## config.mk

```make
export PLATFORM = sky130hd
export DESIGN_NAME = cfsv_sqrt
export DESIGN_NICKNAME = d
export VERILOG_FILES = /design/src/hdl/cfsv_pkg.sv /design/src/hdl/cfsv_sqrt.sv
export SDC_FILE = /design/constraint.sdc
export NUM_CORES = 2
export LEC_CHECK = 0
export ABC_AREA = 0
export BUFFER_PORTS_ARGS = -buffer_cell sky130_fd_sc_hd__buf_2
export CORE_MARGIN = 8
export CORE_UTILIZATION = 40
export DETAILED_ROUTE_END_ITERATION = 12
export PLACE_DENSITY = 0.64
export REMOVE_ABC_BUFFERS = 1
export SLEW_MARGIN = 40
export SYNTH_ARGS = -nofsm -noshare
export SYNTH_HDL_FRONTEND = slang
export SYNTH_SLANG_ARGS = --single-unit
```

## constraint.sdc

```tcl
create_clock -name clk_i -period 8.9 [get_ports clk_i]
set_input_delay 0.445 -clock clk_i [delete_from_list [all_inputs] [get_ports clk_i]]
set_output_delay 0.445 -clock clk_i [all_outputs]
set_load 0.01 [all_outputs]
```

## src/hdl/cfsv_pkg.sv

```systemverilog
// ---------------------------------------------------------------------------
// cfsv_pkg
// Shared types and constants of the cube face to sphere vertex generator.
// ---------------------------------------------------------------------------
`default_nettype none

package cfsv_pkg;

  // register indexes
  localparam logic REG_GRID_DIV = 1'b0;
  localparam logic REG_FACE     = 1'b1;

  // face codes
  localparam logic [2:0] FACE_FRONT = 3'd0;
  localparam logic [2:0] FACE_BACK  = 3'd1;
  localparam logic [2:0] FACE_LEFT  = 3'd2;
  localparam logic [2:0] FACE_RIGHT = 3'd3;
  localparam logic [2:0] FACE_UP    = 3'd4;
  localparam logic [2:0] FACE_DOWN  = 3'd5;

  // corner codes: bit0 column offset, bit1 row offset
  localparam logic [1:0] C_L  = 2'd0;
  localparam logic [1:0] C_LN = 2'd1;
  localparam logic [1:0] C_U  = 2'd2;
  localparam logic [1:0] C_UN = 2'd3;

  localparam logic [1:0] WIND_A [6] = '{C_U, C_UN, C_L, C_L, C_UN, C_LN};
  localparam logic [1:0] WIND_B [6] = '{C_U, C_L, C_UN, C_L, C_LN, C_UN};

  // output fraction bits (Q2.14); the root stages are sized for this
  localparam int COORD_FRAC_BITS = 14;

  localparam int NUM_W     = 53;
  localparam int DEN_W     = 51;
  localparam int FRONT_LAT = 5;
  localparam int SQRT_LAT  = 16;
  localparam logic [15:0] SAT_MAG = 16'h7fff;

  typedef logic signed [9:0] coord_t;

  typedef struct packed {
    coord_t     px;
    coord_t     py;
    coord_t     pz;
    logic [8:0] n;
  } vtx_coord_t;

  typedef struct packed {
    logic       valid;
    logic       tri_idx;
    logic [1:0] corner;
    logic       last;
  } vtx_meta_t;

endpackage

`default_nettype wire

```

## src/hdl/cfsv_sqrt.sv

```systemverilog
// ---------------------------------------------------------------------------
// cfsv_sqrt
// Pipelined integer square root with saturation and sign, three lanes.
// ---------------------------------------------------------------------------
`default_nettype none

module cfsv_sqrt #(
  parameter int QW = 29
) (
  input  wire logic                    clk_i,
  input  wire logic                    en_i,
  input  wire logic [2:0][QW-1:0]      quo_i,
  input  wire logic [2:0]              neg_i,
  output logic signed [2:0][15:0]      pos_o
);
  import cfsv_pkg::*;

  localparam int NIT = SQRT_LAT - 1;

  logic [2:0][30:0] v_q   [SQRT_LAT];
  logic [2:0][30:0] v_d   [SQRT_LAT];
  logic [2:0][30:0] res_q [SQRT_LAT];
  logic [2:0][30:0] res_d [SQRT_LAT];
  logic [2:0]       sat_q [SQRT_LAT];
  logic [2:0]       neg_q [SQRT_LAT];
  logic [2:0]       sat_d;
  logic [60:0]      qx;
  logic [30:0]      bitv, trial;
  logic [15:0]      mag;

  always_comb begin
    for (int i = 0; i < 3; i++) begin
      qx = 61'(quo_i[i]);
      sat_d[i] = |qx[60:30];
      v_d[0][i] = {1'b0, qx[29:0]};
      res_d[0][i] = '0;
    end
    for (int s = 1; s < SQRT_LAT; s++) begin
      bitv = 31'(1) << (2 * (NIT - s));
      for (int i = 0; i < 3; i++) begin
        trial = res_q[s-1][i] + bitv;
        if (v_q[s-1][i] >= trial) begin
          v_d[s][i]   = v_q[s-1][i] - trial;
          res_d[s][i] = (res_q[s-1][i] >> 1) + bitv;
        end else begin
          v_d[s][i]   = v_q[s-1][i];
          res_d[s][i] = res_q[s-1][i] >> 1;
        end
      end
    end
  end

  always_ff @(posedge clk_i) begin
    if (en_i) begin
      for (int s = 0; s < SQRT_LAT; s++) begin
        v_q[s]   <= v_d[s];
        res_q[s] <= res_d[s];
        sat_q[s] <= (s == 0) ? sat_d : sat_q[(s == 0) ? 0 : s - 1];
        neg_q[s] <= (s == 0) ? neg_i : neg_q[(s == 0) ? 0 : s - 1];
      end
    end
  end

  always_comb begin
    for (int i = 0; i < 3; i++) begin
      mag = sat_q[SQRT_LAT-1][i] ? SAT_MAG : res_q[SQRT_LAT-1][i][15:0];
      pos_o[i] = neg_q[SQRT_LAT-1][i] ? -$signed(mag) : $signed(mag);
    end
  end

endmodule

`default_nettype wire

```

==> summary.md <==
| Metric | Value |
|---|---|
| Detailed Place HPWL | `106.9 mm` |
| Gpl congestion | `0.8872` |
| Crit share post-route | `0.4079` |
| Ordered list of cells on the worst path | `or4_1 > or4_1 > or3_1 > o31ai_1 > xnor2_1 > buf_2` |
| Clk sink count | `1794` |
| CP Launch Type | `register` |
| Core footprint | `206400 um2` |
| Post-synthesis cell area | `82890 um2` |
| CP endpoint kind | `primary output` |
| Starting Density | `0.4015` |
| Avg Cell Area, Syn | `13.27 um2` |
| Clock Root Buffer | `clkbuf_16` |
| Synthesized instance count | `6246` |
| TritonCTS clock tree | `built` |
| Filler cells | `17950` |
| Share of cells above drive strength 1 | `0.08730` |
| Largest fanout on the critical path | `4` |
| DR pass1 iterations | `5` |
| Post-DRT Antenna Nets | `0` |
| First-pass GRT wire length | `244.0 mm` |
| Post-cts sizing count | `0` |
| Most common cell on crit path | `or4_1` |
| Tmin final | `3631 ps` |
| Die Ht | `471.2 um` |
| Seq cells post-synth | `1794` |
| Internal power | `0.01642 W` |
| Slew @ Worst Pin | `842.3 ps` |
| Sw frac | `0.2491` |
| I/O pin total | `140` |
| Worst Skew | `25.72 ps` |
| Library cells used by synthesis | `88` |
| Crit path largest cell delay | `590 ps` |
| Layout area overhead | `14.00%` |
| GRT overflow | `0` |
| Post-synth ARST share | `0` |
| Worst Hold Class | `in -> reg` |
| Status | `complete, no violations` |
| WL final | `149.1 mm` |
| Leakage power total | `35.21 nW` |
| MaxCap Viol Count | `0` |
| Hold Vio Cnt, Final | `0` |
| Total CTS buffers | `187` |
| Worst vdd ir | `0.1947 mV` |
| Worst path slowest cell | `or4_1` |
| Post-synth EDFFs | `1794` |
| Die W | `471.2 um` |
| Sequential share of power | `0.505` |
| Required time at the worst-slack endpoint | `8460 ps` |
| Synth Flop Type | `edfxtp_1` |
| Setup slack after layout | `5269 ps` |
| Routed via count | `47960` |
| Switching pwr | `0.005446 W` |
| Max Slew Vio Count | `0` |
| Number of global-route vias before repair | `48170` |
| Power density cells | `231.4 nW/um2` |
| Critical path class | `reg -> out` |
| Clock Power Share | `0.363` |
| Htree depth | `4` |
| Longest Clk Path Bufs | `3` |
| GRT Resource Usage Total | `0.1305` |
| Layout Nets | `7104` |
| Avg Vias per Cell | `5.061` |
| Postcts setup bufs | `0` |
| Max Fclk | `275.4 MHz` |
| Final setup TNS | `0 ps` |
| Die Area | `222000 um2` |
| Yosys warnings | `0` |
| Seq/Total Area, Yosys | `0.6500` |
| Max-slew headroom | `0.4325` |
| Combinational fraction of design power | `0.132` |
| Worst-Skew Late Latency | `810 ps` |
| Port bufs | `139` |
| Post-route DRC violation count | `0` |
| Antenna violations before repair | `1` |
| Iter 0 DRT Violations | `3098` |
| CTS clk-pin slew, worst paths | `60 ps` |
| Setup slack at placement | `5317 ps` |
| Wire per inst | `15.74 um` |
| Setup-failing EPs final | `0` |
| RSZ-0062 raised after global routing | `false` |
| Row Count | `167` |
| Pin count of the biggest net entering global routing | `168` |
| CP arrival | `3190 ps` |
==> through the flow <==
stage	power, W	hold WS, ps	std cells	utilization	instance area, um2
2_1_floorplan	0.01310	400.3	6158	-	82520
3_3_place_gp	0.01395	400.2	9033	0.4213	86980
3_5_place_dp	0.01405	404.5	9035	0.4216	87030
4_1_cts	0.02212	164.4	9468	0.4568	94300
5_1_grt	0.02290	271.1	9475	0.4577	94490
6_report	0.02186	326.6	9475	0.4577	94490
==> layout make-up <==
cell class / instances / area, um2 / share of cell area
flip-flops and latches: 1794 / 53870 / 0.5701
multi-input cells: 3884 / 26900 / 0.2847
clock buffers: 215 / 4827 / 0.05109
well taps: 2704 / 3383 / 0.03581
repair buffers: 269 / 2155 / 0.02280
inverters: 480 / 1802 / 0.01907
clock inverters: 128 / 1543 / 0.01633
diodes: 1 / 2.502 / 0.00002648
==> flip-flops by register name, summed over array words and instances, names as in the netlist <==
name and cells:
neg_q 48, res_q 360, v_q 1386
==> metal layers <==
layer | vias up | GRT usage | part of all wire
met5 | - | 0 | 0
met4 | 0 | 0.05872 | 0.043
met3 | 369 | 0.02327 | 0.039
met2 | 979 | 0.2167 | 0.46
met1 | 22400 | 0.1673 | 0.46
li1 | 24210 | - | -
==> kinds of logic after synthesis <==
kind of cell	after synthesis	synth area share
simple gates	1776	0.1127
flops	1794	0.6500
compound gates	1058	0.08061
buf+inv	573	0.02633
other cells	1	0.00004524
mux	75	0.01007
fa+ha+maj	396	0.05978
xor+xnor	573	0.06055
==> worst max-delay path: cells and delay by family, from the launching register on <==
| family | cells | cell delay (ps) |
|---|---|---|
| buffers and inverters | 1 | 150 |
| and+or+nand+nor | 3 | 1420 |
| DFF | 1 | 420 |
| AOI/OAI and AO/OA | 1 | 260 |
| xor gates and xnor gates | 1 | 150 |
==> cells in the final DEF, fill, tap and decap left out, types with 27 or more instances in the layout <==
| cell type | instances |
|---|---|
| a211oi_1 | 45 |
| a21o_1 | 88 |
| a21oi_1 | 279 |
| buf_2 | 138 |
| bufinv_16 | 27 |
| clkbuf_16 | 189 |
| clkinv_1 | 40 |
| dlygate4sd3_1 | 91 |
| edfxtp_1 | 1794 |
| ha_1 | 396 |
| inv_1 | 478 |
| mux2_2 | 66 |
| nand2_1 | 336 |
| nand2b_1 | 89 |
| nand3_1 | 69 |
| nand4_1 | 69 |
| nor2_1 | 413 |
| nor2b_1 | 62 |
| nor3_1 | 180 |
| nor4_1 | 216 |
| nor4b_1 | 35 |
| o21a_1 | 69 |
| o21ai_0 | 313 |
| o31ai_1 | 42 |
| or3_1 | 73 |
| or4_1 | 53 |
| xnor2_1 | 281 |
| xor2_1 | 292 |
==> power by group through the flow <==
stage	registers (W)	logic, W	clock network (W)
finish	0.0110	0.00289	0.00793
global route	0.0111	0.00325	0.00851
CTS	0.0110	0.00289	0.00819
detailed placement	0.0112	0.00284	0
global placement	0.0112	0.00277	0
floorplan	0.0110	0.00214	0
==> what timing repair did <==
action,CTS,global route
endpoints found under the setup margin,0,0
hold buffers,90,1
endpoints found under the hold margin,90,43
==> synth_stat cells (73+ instances only) <==
cell         n  share of area
nand2b_1    89         0.0067
nor3_1     180          0.011
or3_1       73         0.0055
nor4_1     217          0.016
edfxtp_1  1794           0.65
a21oi_1    279          0.017
nand2_1    336          0.015
o21ai_0    313          0.019
xor2_1     292          0.031
nor2_1     413          0.019
ha_1       396          0.060
xnor2_1    281          0.030
a21o_1      88         0.0080
inv_1      478          0.022
==> worst paths after layout <==
kind              slack, ps     endpoint  cells after the start     startpoint
setup / recovery       5270    pos_o[13]                      6  res_q[1][656]
hold / removal          330   v_q[0][16]                      2      quo_i[16]
setup reg to reg       5280  v_q[1][393]                      8    v_q[1][287]
hold reg to reg         410  v_q[0][100]                      0      v_q[0][7]
Note: power is estimated with default switching activity, not from simulation.
