==> config.mk <==
export PLATFORM = sky130hd
export DESIGN_NAME = cfsv_seq_flat
export DESIGN_NICKNAME = d
export VERILOG_FILES = /design/src/hdl/cfsv_pkg.sv /design/src/hdl/cfsv_cell_if.sv /design/src/hdl/cfsv_seq.sv /design/src/flat_wrapper.sv
export SDC_FILE = /design/constraint.sdc
export NUM_CORES = 1
export LEC_CHECK = 0
export BUFFER_PORTS_ARGS = -buffer_cell sky130_fd_sc_hd__clkbuf_2
export CAP_MARGIN = 20
export CORE_MARGIN = 3
export CORE_UTILIZATION = 55
export CTS_CLUSTER_DIAMETER = 150
export CTS_CLUSTER_SIZE = 8
export DETAILED_ROUTE_END_ITERATION = 8
export PLACE_DENSITY = 0.78
export SLEW_MARGIN = 25
export SYNTH_ARGS = -nofsm -noshare
export SYNTH_HDL_FRONTEND = slang
export SYNTH_SLANG_ARGS = --single-unit
==> constraint.sdc <==
create_clock -name clk_i -period 4.4 [get_ports clk_i]
set_input_delay 0.22 -clock clk_i [delete_from_list [all_inputs] [get_ports clk_i]]
set_output_delay 0.22 -clock clk_i [all_outputs]
set_load 0.005 [all_outputs]
==> src/hdl/cfsv_pkg.sv <==
// ---------------------------------------------------------------------------
// cfsv_pkg
// Shared types and constants of the cube face to sphere vertex generator.
// ---------------------------------------------------------------------------
`default_nettype none

package cfsv_pkg;

  // register indexes
  localparam logic REG_GRID_DIV = 1'b0;
  localparam logic REG_FACE     = 1'b1;

  // face codes
  localparam logic [2:0] FACE_FRONT = 3'd0;
  localparam logic [2:0] FACE_BACK  = 3'd1;
  localparam logic [2:0] FACE_LEFT  = 3'd2;
  localparam logic [2:0] FACE_RIGHT = 3'd3;
  localparam logic [2:0] FACE_UP    = 3'd4;
  localparam logic [2:0] FACE_DOWN  = 3'd5;

  // corner codes: bit0 column offset, bit1 row offset
  localparam logic [1:0] C_L  = 2'd0;
  localparam logic [1:0] C_LN = 2'd1;
  localparam logic [1:0] C_U  = 2'd2;
  localparam logic [1:0] C_UN = 2'd3;

  localparam logic [1:0] WIND_A [6] = '{C_U, C_UN, C_L, C_L, C_UN, C_LN};
  localparam logic [1:0] WIND_B [6] = '{C_U, C_L, C_UN, C_L, C_LN, C_UN};

  // output fraction bits (Q2.14); the root stages are sized for this
  localparam int COORD_FRAC_BITS = 14;

  localparam int NUM_W     = 53;
  localparam int DEN_W     = 51;
  localparam int FRONT_LAT = 5;
  localparam int SQRT_LAT  = 16;
  localparam logic [15:0] SAT_MAG = 16'h7fff;

  typedef logic signed [9:0] coord_t;

  typedef struct packed {
    coord_t     px;
    coord_t     py;
    coord_t     pz;
    logic [8:0] n;
  } vtx_coord_t;

  typedef struct packed {
    logic       valid;
    logic       tri_idx;
    logic [1:0] corner;
    logic       last;
  } vtx_meta_t;

endpackage

`default_nettype wire

==> src/hdl/cfsv_cell_if.sv <==
// ---------------------------------------------------------------------------
// cfsv_cell_if
// Cell channel: one grid cell per word.
// ---------------------------------------------------------------------------
`default_nettype none

interface cfsv_cell_if;
  logic       valid;
  logic       ready;
  logic [7:0] cell_row;
  logic [7:0] cell_col;

  modport source (output valid, cell_row, cell_col, input ready);
  modport sink   (input valid, cell_row, cell_col, output ready);
endinterface

`default_nettype wire

==> src/hdl/cfsv_seq.sv <==
// ---------------------------------------------------------------------------
// cfsv_seq
// Cell sequencer: checks a cell and issues its six corner vertices.
// ---------------------------------------------------------------------------
`default_nettype none

module cfsv_seq #(
  parameter int MAX_DIVISIONS = 255
) (
  input  wire logic                clk_i,
  input  wire logic                rst_ni,
  input  wire logic                en_i,
  input  wire logic [7:0]          grid_div_i,
  input  wire logic [2:0]          face_i,
  cfsv_cell_if.sink                cell_i,
  output cfsv_pkg::vtx_coord_t     coord_o,
  output cfsv_pkg::vtx_meta_t      meta_o
);
  import cfsv_pkg::*;

  logic       busy_q, busy_d;
  logic [2:0] cnt_q, cnt_d;
  logic [7:0] row_q, col_q;
  logic [2:0] face_q;
  logic [8:0] n_q;

  logic [9:0] dc;
  logic       accept, cell_ok;
  logic [1:0] cc;
  logic [8:0] colp, rowp;
  logic signed [10:0] cn_w, rn_w;
  coord_t     cn, rn, plane;
  vtx_coord_t coord_d;
  vtx_meta_t  meta_d;

  assign dc = (10'(grid_div_i) > 10'(MAX_DIVISIONS)) ? 10'(MAX_DIVISIONS) : 10'(grid_div_i);
  assign cell_i.ready = !busy_q || (cnt_q == 3'd5 && en_i);
  assign accept = cell_i.valid && cell_i.ready;
  assign cell_ok = (face_i <= FACE_DOWN) && (10'(cell_i.cell_row) <= dc) &&
                   (10'(cell_i.cell_col) <= dc);

  always_comb begin
    busy_d = busy_q;
    cnt_d  = cnt_q;
    if (en_i && busy_q) begin
      if (cnt_q == 3'd5) busy_d = 1'b0;
      else cnt_d = cnt_q + 3'd1;
    end
    if (accept && cell_ok) begin
      busy_d = 1'b1;
      cnt_d  = 3'd0;
    end
  end

  always_ff @(posedge clk_i or negedge rst_ni) begin
    if (!rst_ni) begin
      busy_q <= 1'b0;
      cnt_q  <= 3'd0;
    end else begin
      busy_q <= busy_d;
      cnt_q  <= cnt_d;
    end
  end

  always_ff @(posedge clk_i) begin
    if (accept && cell_ok) begin
      row_q  <= cell_i.cell_row;
      col_q  <= cell_i.cell_col;
      face_q <= face_i;
      n_q    <= 9'(dc) + 9'd1;
    end
  end

  // corner of the current vertex, then its plane coordinates
  always_comb begin
    if (face_q == FACE_FRONT || face_q == FACE_RIGHT || face_q == FACE_DOWN) begin
      cc = WIND_A[cnt_q];
    end else begin
      cc = WIND_B[cnt_q];
    end
    colp  = 9'(col_q) + 9'(cc[0]);
    rowp  = 9'(row_q) + 9'(cc[1]);
    cn_w  = $signed({1'b0, colp, 1'b0}) - $signed({2'b0, n_q});
    rn_w  = $signed({1'b0, rowp, 1'b0}) - $signed({2'b0, n_q});
    cn    = cn_w[9:0];
    rn    = rn_w[9:0];
    if (face_q == FACE_BACK || face_q == FACE_RIGHT || face_q == FACE_UP) begin
      plane = $signed({1'b0, n_q});
    end else begin
      plane = -$signed({1'b0, n_q});
    end
    coord_d.n = n_q;
    case (face_q)
      FACE_FRONT, FACE_BACK: begin
        coord_d.px = cn; coord_d.py = rn; coord_d.pz = plane;
      end
      FACE_LEFT, FACE_RIGHT: begin
        coord_d.px = plane; coord_d.py = rn; coord_d.pz = cn;
      end
      default: begin
        coord_d.px = rn; coord_d.py = plane; coord_d.pz = cn;
      end
    endcase
    meta_d.valid   = busy_q;
    meta_d.tri_idx = (cnt_q >= 3'd3);
    meta_d.last    = (cnt_q == 3'd5);
    case (cnt_q)
      3'd0, 3'd3: meta_d.corner = 2'd0;
      3'd1, 3'd4: meta_d.corner = 2'd1;
      default:    meta_d.corner = 2'd2;
    endcase
  end

  always_ff @(posedge clk_i or negedge rst_ni) begin
    if (!rst_ni) begin
      meta_o <= '0;
    end else if (en_i) begin
      meta_o <= meta_d;
    end
  end

  always_ff @(posedge clk_i) begin
    if (en_i) coord_o <= coord_d;
  end

endmodule

`default_nettype wire

==> src/flat_wrapper.sv <==
// flat-port wrapper written by rule: the top's interface ports become plain ports
module cfsv_seq_flat import cfsv_pkg::*;
#(
  parameter int MAX_DIVISIONS = 255
)
  (clk_i, rst_ni, en_i, grid_div_i, face_i, coord_o, meta_o, cell_i_valid, cell_i_cell_row, cell_i_cell_col, cell_i_ready);
  cfsv_cell_if cell_i_i ();
  input  wire logic clk_i;
  input  wire logic rst_ni;
  input  wire logic en_i;
  input  wire logic [7:0] grid_div_i;
  input  wire logic [2:0] face_i;
  output cfsv_pkg::vtx_coord_t coord_o;
  output cfsv_pkg::vtx_meta_t meta_o;
  input wire logic [$bits(cell_i_i.valid)-1:0] cell_i_valid;
  input wire logic [$bits(cell_i_i.cell_row)-1:0] cell_i_cell_row;
  input wire logic [$bits(cell_i_i.cell_col)-1:0] cell_i_cell_col;
  output wire logic [$bits(cell_i_i.ready)-1:0] cell_i_ready;
  assign cell_i_i.valid = cell_i_valid;
  assign cell_i_i.cell_row = cell_i_cell_row;
  assign cell_i_i.cell_col = cell_i_cell_col;
  assign cell_i_ready = cell_i_i.ready;
  cfsv_seq #(.MAX_DIVISIONS(MAX_DIVISIONS)) u_core (.clk_i(clk_i), .rst_ni(rst_ni), .en_i(en_i), .grid_div_i(grid_div_i), .face_i(face_i), .cell_i(cell_i_i), .coord_o(coord_o), .meta_o(meta_o));
endmodule
==> metrics <==
status=complete, no violations; DRT antenna net count=0; Setup-failing EPs final=0; Synth Instances=435; worst hold endpoint=u_core.face_q[2]$_DFFE_PP_; DIE AREA=9610 um2; arrival time worst endpoint=3980 ps; hold path cells=1; post-synth cell types=55; synth warn=0; Final TNS setup=0 ps; gr usage total=21.6%; Final min period=3870 ps; Syn Nets=511; Worst Tran Pin Value=553 ps; CTS buffer count=9; Finished Core Util=67.2%; hold_sp=face_i[2]; average size of a mapped cell=10.7 um2; FF-to-FF End=u_core.coord_o[37]$_DFFE_PP_; global-route wire length before repair=16500 um; core area=7970 um2; io pins=76; Seq/Total Area, Yosys=46.7%; Seq cells post-synth=74; GR Overflow Total=0; # nets final=591; most frequent cells in the layout=75 x clkbuf_2, 65 x edfxtp_1, 43 x ha_1; CTS Hold Bufs=1; crit share post-route=87.9%; row count=32; GPL Wtd Cong=0.928; ratio of cells with drive above 1 in the final layout=21.2%; Longest Clk Path Bufs=2; worst-path fanout max=8; Routed WL per cell=16.2 um; number of global-route vias before repair=3484; Fmax=259 MHz; Crit Path Category=flip-flop to flip-flop; Worst Hold Class=input pin to flip-flop; Lkg Pwr=2.31 nW; clock slew at reported path FFs=90 ps; Reg-to-Reg Start=u_core.cnt_q[0]$_DFFE_PN0P_; Setup crit start=u_core.cnt_q[0]$_DFFE_PN0P_; fin. max-slew vios=0; post-cts resize count=0; WHS=41.2 ps; Setup Fix Bufs, Post-CTS=0; initial core utilization=58.5%; Ant. Diodes=0; power consumption=0.00270 W; initial antenna violation count=0; # H-tree levels=3; area of the mapped netlist=4660 um2; worst setup margin=532 ps; initial DRC count=179; Die H=98.0 um; Synth Flop Type=edfxtp_1; CP endpoint kind=flip-flop; unrepaired setup endpoints after global routing=no; CP required=4510 ps; EDFF count, synth=65; flop2flop setup slack=530 ps; max-cap violation count=0; clock root buffer=clkbuf_8; Port Buf Inserts=75; width of the die=98.0 um; Synth async-reset ratio=12.2%; # DRC=0; Worst Skew=14.7 ps; first-pass iteration count of the detailed router=4; Startpoint Class=flip-flop; worst slack, placed=583 ps; largest net degree at the start of global routing=47; clock latency on the worst-skew pair=370 ps; Max IR drop VDD=0.253 mV; R2R depth=19; final hold violations=0; Slew Limit Headroom=63.2%; Via density=5.65; CTS tree=yes; vias post-DR=3517; DP HPWL=7940 um; clk sinks=74; Area Growth Syn to Fin=15.0%; total wire length=10100 um; power per cell area=504 nW/um2; commonest non-fill, non-tap cell in the layout=clkbuf_2
==> sequential cells by signal (all words and copies together) (netlist names) <==
signal / cells
u_core.n_q: 9
u_core.col_q: 8
u_core.coord_o: 37
u_core.row_q: 8
u_core.meta_o: 5
u_core.busy_q: 1
u_core.cnt_q: 3
u_core.face_q: 3
==> synthesized netlist by cell type (2+ instances only) <==
cell	number	area share, %
edfxtp_1	65	42
ha_1	43	12
nand2_1	35	2.8
nor2_1	30	2.4
a21oi_1	29	3.1
inv_1	29	2.3
xnor2_1	27	5.1
mux2i_1	18	3.9
o21ai_0	18	1.9
nand3_1	17	1.8
xor2_1	15	2.8
dfrtp_1	9	4.8
nand4_1	8	1.1
nor3_1	8	0.86
o31ai_1	6	0.97
a211oi_1	5	0.81
buf_2	5	0.54
nand2b_1	5	0.67
nor2b_1	5	0.67
o21ai_1	5	0.54
and3_1	4	0.54
clkbuf_1	4	0.32
buf_4	3	0.48
a21boi_0	2	0.32
a21o_1	2	0.32
a21oi_2	2	0.38
fa_1	2	0.86
mux2_2	2	0.48
nor4_1	2	0.27
o2111ai_1	2	0.38
o211ai_1	2	0.32
o21a_1	2	0.32
or2_2	2	0.27
==> cell type report <==
cell class              count  area [um2]
flip-flops and latches     74        2180
inverters                  30         113
clock buffers               9         124
repair buffers             82         430
fillers                   631        2610
multi-input cells         318        2310
clock inverters             7        77.6
well taps                 102         128
==> cells by family (layout without fill, tap and decap cells) <==
family	count (synthesis)	after routing	share of synthesized area [%]
multiplexers	21	21	4.59
flip-flops	74	74	46.7
buffers and inverters	43	128	3.84
AND/OR/NAND/NOR	123	123	12.8
XOR/XNOR	42	42	7.89
adder cells (fa/ha/maj)	45	45	12.4
AO/OA/AOI/OAI	87	87	11.8
==> report_power, final <==
part / switching, W / leakage [nW] / internal, W / total (W)
Clock: 0.000267 / 0.100 / 0.000266 / 0.000533
Combinational: 0.000635 / 1.48 / 0.000475 / 0.00111
Sequential: 0.0000889 / 0.723 / 0.000969 / 0.00106
==> stage by stage <==
| stage | std cells | area, um2 |
|---|---|---|
| after global routing | 622 | 5360 |
| after global placement | 605 | 5150 |
| final | 622 | 5360 |
| after CTS | 622 | 5360 |
| after detailed placement | 605 | 5150 |
| after floorplan | 435 | 4660 |
==> worst max path at each step <==
stage          cells past startpoint  slack, ps                      endpoint
6_report                          19        530  u_core.coord_o[37]$_DFFE_PP_
5_1_grt                           17        300  u_core.coord_o[28]$_DFFE_PP_
4_1_cts                           19        550  u_core.coord_o[37]$_DFFE_PP_
3_5_place_dp                      19        580  u_core.coord_o[37]$_DFFE_PP_
3_3_place_gp                      15        800  u_core.coord_o[37]$_DFFE_PP_
2_1_floorplan                      6        780     u_core.col_q[0]$_DFFE_PP_
==> layer usage <==
metal  vias up  GRT usage, %  share of wire [%]
li1       1740             -                  -
met1      1633          27.6                 44
met2       120          34.6                 47
met3        24          4.21                5.4
met4         0          11.6                3.3
met5         -             0                  0
==> critical path: stages (launching register included) <==
cell and delay [ps]:
dfrtp_1 500, inv_1 130, ha_1 240, mux2i_1 150, nand2_1 90, o31ai_1 80, nand2_1 80, o211ai_1 100
nand2_1 80, ha_1 220, ha_1 260, nand3_1 120, xnor2_1 80, ha_1 410, nand3_1 110, o2111ai_1 260
a21o_1 160, a21oi_1 70, xnor2_1 160, a221o_1 310
Note: power is estimated with default switching activity, not from simulation.
